$ cat config.mk
export PLATFORM = sky130hd
export DESIGN_NAME = shft_ram
export DESIGN_NICKNAME = d
export VERILOG_FILES = /design/src/shft_ram.sv
export SDC_FILE = /design/constraint.sdc
export NUM_CORES = 1
export LEC_CHECK = 0
export BUFFER_PORTS_ARGS = -buffer_cell sky130_fd_sc_hd__buf_2
export CORE_MARGIN = 10
export CORE_UTILIZATION = 68
export CTS_BUF_LIST = sky130_fd_sc_hd__clkbuf_2 sky130_fd_sc_hd__clkbuf_4 sky130_fd_sc_hd__clkbuf_8
export DETAILED_ROUTE_END_ITERATION = 16
export PLACE_DENSITY_LB_ADDON = 0.05
export SKIP_LAST_GASP = 1
export SLEW_MARGIN = 0
export SYNTH_ARGS = -nofsm -noshare
export SYNTH_HDL_FRONTEND = slang
export SYNTH_SLANG_ARGS = --single-unit
$ cat constraint.sdc
create_clock -name clk_i -period 3.1 [get_ports clk_i]
set_input_delay 0.31 -clock clk_i [delete_from_list [all_inputs] [get_ports clk_i]]
set_output_delay 0.31 -clock clk_i [all_outputs]
set_load 0.005 [all_outputs]
$ cat src/shft_ram.sv
// ----------------------------------------------------------------------------
// shft_ram: generic simple dual-port RAM
// One write port, one read port, read data registered.
// ----------------------------------------------------------------------------
module shft_ram #(
  parameter int WIDTH = 8,
  parameter int DEPTH = 16
) (
  input  logic                     clk_i,
  input  logic                     we_i,
  input  logic [$clog2(DEPTH)-1:0] waddr_i,
  input  logic [WIDTH-1:0]         wdata_i,
  input  logic [$clog2(DEPTH)-1:0] raddr_i,
  output logic [WIDTH-1:0]         rdata_o
);

  logic [WIDTH-1:0] mem_q [DEPTH];
  logic [WIDTH-1:0] rdata_q;

  always_ff @(posedge clk_i) begin
    if (we_i) mem_q[waddr_i] <= wdata_i;
    rdata_q <= mem_q[raddr_i];
  end

  assign rdata_o = rdata_q;

endmodule

=== Word-level counts from Yosys, hierarchy flattened ===
Memories as Yosys holds them, arrays and structs flattened. A register that Yosys moved wholly into a read port is not among the register bits.
Cells that the tools add are included.

* Multiplexer cells: 2

{| class="wikitable"
|+ Operator list
! cell !! count
|-
| $mux 1 || 2
|}

* Register bits: 0
* Input bits: 18
* Word-level logic and storage cells: 3
* Memory bits (writable): 128
* Output and inout port bits: 8
* Memories kept: 1

{| class="wikitable"
|+ Memory list
! memory !! depth !! bits a word !! rd ports !! clocked after memory_dff !! write ports !! RTL line !! RTL
|-
| mem_q || 16 || 8 || 1 || 1 || 1 || 17 || <nowiki>logic [WIDTH-1:0] mem_q [DEPTH];</nowiki>
|}

=== Longest topological paths before layout ===
Gate-level depths: netlist of the first run.

* Depth after elaboration: 2
* Depth in mapped cells: 5
* Depth with buffers taken out: 3

=== Worst setup path before layout of the first run ===
OpenSTA, ideal clock, no wires.

* Path kind: input port to flip-flop
* Start: input port waddr_i[2]
* End: memory mem_q[0][0] (enable)
* Data arrival time: 1420 ps
* Library setup time: 383 ps
* Required time: 2717 ps
* Buffers on the path: 0
* Cell stages on the path: 2
* Slack: 1297 ps
* Path through: or3b_2 > nor3_1

{| class="wikitable"
|+ RTL lines
! item !! RTL line !! RTL
|-
| start: declaration || 11 || <nowiki>input logic [$clog2(DEPTH)-1:0] waddr_i,</nowiki>
|-
| end: declaration || 17 ||
|}

Straight into the memory's write port.

==> results.md, run 1 <==
* Number of vias per cell at 6.18
* CP Data Arrival Time at 1.88 ns
* Largest net degree at the start of global routing at 33
* Slowest CP cell: mux4_1
* GRT Residual Overflow at 0
* Clock skew at 0.0123 ns
* Max incr delay on CP at 0.56 ns
* Synth top area share at 74.7%
* Share of cells above drive strength 1 at 28.5%
* Post-CTS Hold Buffers at 0
* Ranking of synthesized cells by area: edfxtp_1 (75%), mux4_2 (7.9%), mux4_1 (7.1%), dfxtp_1 (3.1%), a22oi_1 (2.3%)
* Post-CTS setup buffer count at 0
* Final Net Count at 286
* Max FO, Critical Path at 19
* Die Y at 107 µm
* Initial antenna violation count at 0
* Drt drc at 0
* PostCTS Resize Cnt at 0
* Largest area contributor in the netlist: edfxtp_1
* Dpl cells at 348
* Layout fillers at 400
* # H-tree levels at 4
* #FFs+latches synth at 136
* Req. time, crit path at 3.40 ns
* Clock latency on the worst-skew pair at 0.43 ns
* Clock power share at 38.3%
* Count of final hold-check violations at 0
* Fin cells at 380
* Net Switching at 781 µW
* DIE WIDTH at 107 µm
* Reg area at 4000 µm²
* Setup Viol. Count Final at 0
* CTS Root Cell: clkbuf_8
* CP delay by family, top: buffers and inverters
* Initial Utilization at 70.6%
* Crit end category: flip-flop
* Seq/Total Area, Yosys at 77.8%
* First-pass GRT wire length at 14.1 mm
* Die ar. at 11,500 µm²
* Reg power frac at 56.8%
* IO Port Bufs at 25
* Startpoint Class: input port
* Top cells by count, synth: edfxtp_1 (128), mux4_2 (18), a22oi_1 (16)
* Routed Antenna Nets at 0
* Synth Flop Type: edfxtp_1
* DRT iter0 DRCs at 140
* P&R area growth vs syn at 11.7%
* Cts bufs inserted at 17
* DP HPWL at 6.05 mm
* Top-count cell post-synth: edfxtp_1
* VDD IR max at 0.429 mV
* Combinational Power Share at 4.9%
* CP Class: in2reg
* Ports at 26
* YS warnings at 0
* GR Util All Layers at 17.3%
* Final slew viol count at 0
* Leak at 1.91 nW
* Hold Crit Class: in2reg
* Relative slew slack at 36.1%
* TNS Setup at 0 ns
* Final WL at 9.26 mm
* Wire length per cell at 24.4 µm
* Row cnt at 31
* Worst path cell trace: buf_2 > buf_12 > mux4_1 > a22oi_1 > nand2_1
* Buf/Inv on CP at 2
* Multi-input logic area at 1060 µm²
* Final GP Congestion at 0.764
* Post-synthesis cell count at 229
* CTS tree: built
* Internal cell power at 2.86 mW
* Clk sink count at 136
* Outcome: finished, final reports clean
* Synth unique cells at 19
* Vias in the first global route at 2,443
* Final cycle utilization of the critical path at 50.9%
* Mean Syn Cell Area at 22.5 µm²
* First-pass DRT Iterations at 4
* Power per cell area at 632 nW/µm²
* RSZ-0062 raised after global routing: no
* MaxCap Viol Count at 0
* Fmax at 634 MHz
* Mapped Nets at 247
* Asr flop ratio synth at 0%
* Number of diodes at 0
* Sw frac at 21.5%
* Final min period at 1.58 ns
* Core ar. at 7290 µm²
* Clock Path Buffers at 2
* Worst Tran Pin Value at 0.955 ns
* Mapped cell area at 5150 µm²
* Clock slew at reported path FFs at 0.08 ns
* Number of flops mapped to enable cells by yosys at 128
* Via count at 2,349
==> worst register-to-register path, cell delays in order, from the launching register on <==
cell      delay [ns]
edfxtp_1        0.39
mux4_1          0.52
a22oi_1         0.35
nand2_1         0.10
==> metrics by stage <==
step / hold slack (ns) / util (%) / total power [mW] / cell area [µm²] / setup slack [ns]
final: 0.262 / 78.9 / 3.64 / 5750 / 1.52
after global routing: 0.240 / 78.9 / 3.75 / 5750 / 1.42
after CTS: 0.242 / 78.9 / 3.64 / 5750 / 1.50
after detailed placement: 0.659 / 73.5 / 2.29 / 5360 / 1.05
after global placement: 0.652 / 73.5 / 2.28 / 5360 / 1.03
after floorplan: 0.409 / - / 2.21 / 5150 / 1.30
==> sequential cells by signal, indices dropped and copies added, names as in the netlist <==
register / flops
rdata_o: 8
mem_q: 128
==> power by group through the flow <==
stage                     registers [mW]  clock network [mW]  logic (mW)
after global placement              2.10                   0       0.178
final                               2.07                1.39       0.178
after floorplan                     2.10                   0       0.104
after CTS                           2.07                1.40       0.181
after global routing                2.07                1.48       0.195
after detailed placement            2.11                   0       0.181
==> final timing paths <==
check,startpoint,to,slack (ns),depth (start not counted)
worst max-delay path,raddr_i[0],rdata_o[2],1.52,5
worst min-delay path,wdata_i[1],mem_q[14][1],0.26,1
worst max register to register,mem_q[8][2],rdata_o[2],1.63,3
worst min register to register,mem_q[14][0],rdata_o[0],0.68,3
==> per-layer routing <==
layer  up-vias  global-route usage [%]  share of wire, %
met4         0                    6.19               1.3
met1      1207                    23.0                44
met2        79                    26.3                50
li1       1051                       -                 -
met5         -                       0                 0
met3        12                    5.69               4.9
==> cells by family after synthesis <==
family / synth area share, %
mux: 15.0
flops: 77.8
compound gates: 2.33
simple gates: 3.18
buf+inv: 1.68
==> area by class of cell <==
type | count | area share (%)
clock buffers | 18 | 4.20
clock inverters | 14 | 2.61
multi-input cells | 83 | 18.4
flip-flops and latches | 136 | 69.6
well taps | 99 | 2.15
repair buffers | 30 | 3.05
==> layout by cell type (no fill, tap or decap), types with 5 or more instances in the layout <==
master / netlist / final
mux4_1: 14 / 14
dfxtp_1: 8 / 8
buf_2: 3 / 25
nor2_1: 13 / 13
nand2_1: 9 / 9
mux4_2: 18 / 18
a22oi_1: 16 / 16
clkinvlp_4: 0 / 5
clkbuf_8: 0 / 17
edfxtp_1: 128 / 128
No activity file was read; power rests on OpenSTA's default activity.
==> inputs of run 2 (changes only) <==
--- a/config.mk
+++ b/config.mk
@@ -7,7 +7,7 @@
 export LEC_CHECK = 0
 export BUFFER_PORTS_ARGS = -buffer_cell sky130_fd_sc_hd__buf_2
 export CORE_MARGIN = 10
-export CORE_UTILIZATION = 68
+export CORE_UTILIZATION = 63
 export CTS_BUF_LIST = sky130_fd_sc_hd__clkbuf_2 sky130_fd_sc_hd__clkbuf_4 sky130_fd_sc_hd__clkbuf_8
 export DETAILED_ROUTE_END_ITERATION = 16
 export PLACE_DENSITY_LB_ADDON = 0.05
==> constraint.sdc (replaced) <==
create_clock -name clk_i -period 1.5 [get_ports clk_i]
set_input_delay 0.15 -clock clk_i [delete_from_list [all_inputs] [get_ports clk_i]]
set_output_delay 0.15 -clock clk_i [all_outputs]
set_load 0.005 [all_outputs]
==> run 2 against run 1 <==
Net effect:
- sequential share of layout area decreased by 3.1 points
- register-to-register slack got worse by 1.5 ns
- worst hold slack got worse by 0.17 ns
- critical path depth decreased by 2
- non-clock buffer count increased by 20
- global-route usage increased by 0.34 points
- routed wire length increased by 4.8%
- via count increased by 3.2%
- clock skew decreased by 0.0051 ns
- combinational power increased by 130%
- clock power increased by 140%
- critical endpoint is now rdata_o[3]
- largest power group unchanged
==> results.md, run 2 (synthesis results as in run 1) <==
* Final WL at 9.71 mm
* Post-CTS Hold Buffers at 0
* Startpoint Class: flip-flop
* Max reg flops at 128
* # H-tree levels at 4
* Final WS setup at 0.127 ns
* Via count at 2,425
* Drt drc at 0
* Core ar. at 7850 µm²
* Final min period at 1.37 ns
* CP Class: reg2reg
* Final GP Congestion at 0.750
* Leak at 2.07 nW
* GRT Residual Overflow at 0
* Ports at 26
* IO Port Bufs at 25
* Die ar. at 12,200 µm²
* Hold Crit Class: in2reg
* Worst Tran Pin Value at 0.824 ns
* Max FO, Critical Path at 1
* Number of vias per cell at 6.00
* Post-CTS setup buffer count at 0
* Relative slew slack at 44.9%
* RSZ-0062 raised after global routing: no
* First-pass DRT Iterations at 4
* Final Net Count at 306
* Clock slew at reported path FFs at 0.07 ns
* Vias in the first global route at 2,669
* Commonest non-fill, non-tap cells in the layout: edfxtp_1 (128), buf_2 (25), buf_4 (21)
* Power per cell area at 1340 nW/µm²
* DP HPWL at 6.21 mm
* Setup Viol. Count Final at 0
* GR Util All Layers at 17.6%
* Initial Utilization at 65.6%
* P&R area growth vs syn at 16.9%
* Finished Core Util at 76.7%
* Count of final hold-check violations at 0
* PostCTS Resize Cnt at 0
* Die Y at 110 µm
* Final slew viol count at 0
* Clock skew at 0.00719 ns
* Initial antenna violation count at 1
* DIE WIDTH at 110 µm
* Fmax at 728 MHz
* First-pass GRT wire length at 15.1 mm
* Clock Path Buffers at 2
* Post-Place Worst Slack at -0.0682 ns
* Clock latency on the worst-skew pair at 0.43 ns
* Wire length per cell at 24.0 µm
* CTS Root Cell: clkbuf_8
* Cts bufs inserted at 17
* Outcome: finished, final reports clean
* MaxCap Viol Count at 0
* Largest net degree at the start of global routing at 21
* Req. time, crit path at 1.82 ns
* Crit end category: flip-flop
* Largest Register: mem_q
* VDD IR max at 1.03 mV
* Final cycle utilization of the critical path at 91.6%
* CP Data Arrival Time at 1.69 ns
* Clk sink count at 136
* DRT iter0 DRCs at 91
* Routed Antenna Nets at 0
* CTS tree: built
* Share of cells above drive strength 1 at 33.6%
* Row cnt at 32
* Most common cell after layout, fill and taps aside: edfxtp_1
==> run 2: cell types whose count changed in the layout (fill, tap and decap cells not counted) <==
cell | before | now
clkinv_2 | 1 | 3
clkinvlp_4 | 5 | 2
nor3_1 | 4 | 3
bufinv_16 | 2 | 5
clkinv_4 | 3 | 2
nor3_2 | 0 | 1
diode_2 | 0 | 1
inv_6 | 2 | 0
buf_12 | 1 | 4
clkbuf_8 | 17 | 18
buf_4 | 4 | 21
==> run 2: final cells by class <==
class / instances / area [µm²]
multi-input combinational: 83 / 1060
fill: 450 / 1830
clock inverter: 13 / 201
tap: 102 / 128
timing repair buffer: 50 / 363
sequential: 136 / 4000
antenna: 1 / 2.50
clock buffer: 19 / 255
==> run 2: per-layer routing <==
metal  vias up  track usage, %  part of all wire [%]
met5         -               0                     0
met4         0            5.41                   1.4
met3        10            6.73                   8.9
met2        98            27.4                    50
met1      1230            22.8                    40
li1       1087               -                     -
==> run 2: where the power goes <==
group	total [mW]	switching [mW]	internal, mW
Clock	3.37	1.34	2.03
Combinational	0.407	0.219	0.188
Sequential	4.27	0.0268	4.24
Total	8.05	1.59	6.46
==> run 2: critical path: stages, from the launching register on <==
cell and delay (ns):
edfxtp_1 0.37, mux4_1 0.55, a22oi_1 0.25, nand2_1 0.09
==> run 2: final timing paths <==
check / startpoint / endpoint / slack, ns / depth (start not counted)
max: mem_q[5][3] / rdata_o[3] / 0.13 / 3
min: wdata_i[0] / mem_q[9][0] / 0.09 / 1
max reg2reg: mem_q[5][3] / rdata_o[3] / 0.13 / 3
min reg2reg: mem_q[15][0] / rdata_o[0] / 0.68 / 3
==> run 2: stage by stage <==
stage | setup TNS, ns | instance area (µm²) | power (mW) | hold slack [ns] | cells
2_1_floorplan | 0 | 5150 | 4.56 | 0.249 | 229
3_3_place_gp | -0.135 | 5560 | 4.75 | 0.533 | 371
3_5_place_dp | -0.221 | 5560 | 4.77 | 0.538 | 371
4_1_cts | 0 | 6010 | 8.10 | 0.0738 | 403
5_1_grt | 0 | 6010 | 8.31 | 0.0882 | 403
6_report | 0 | 6020 | 8.05 | 0.0907 | 404
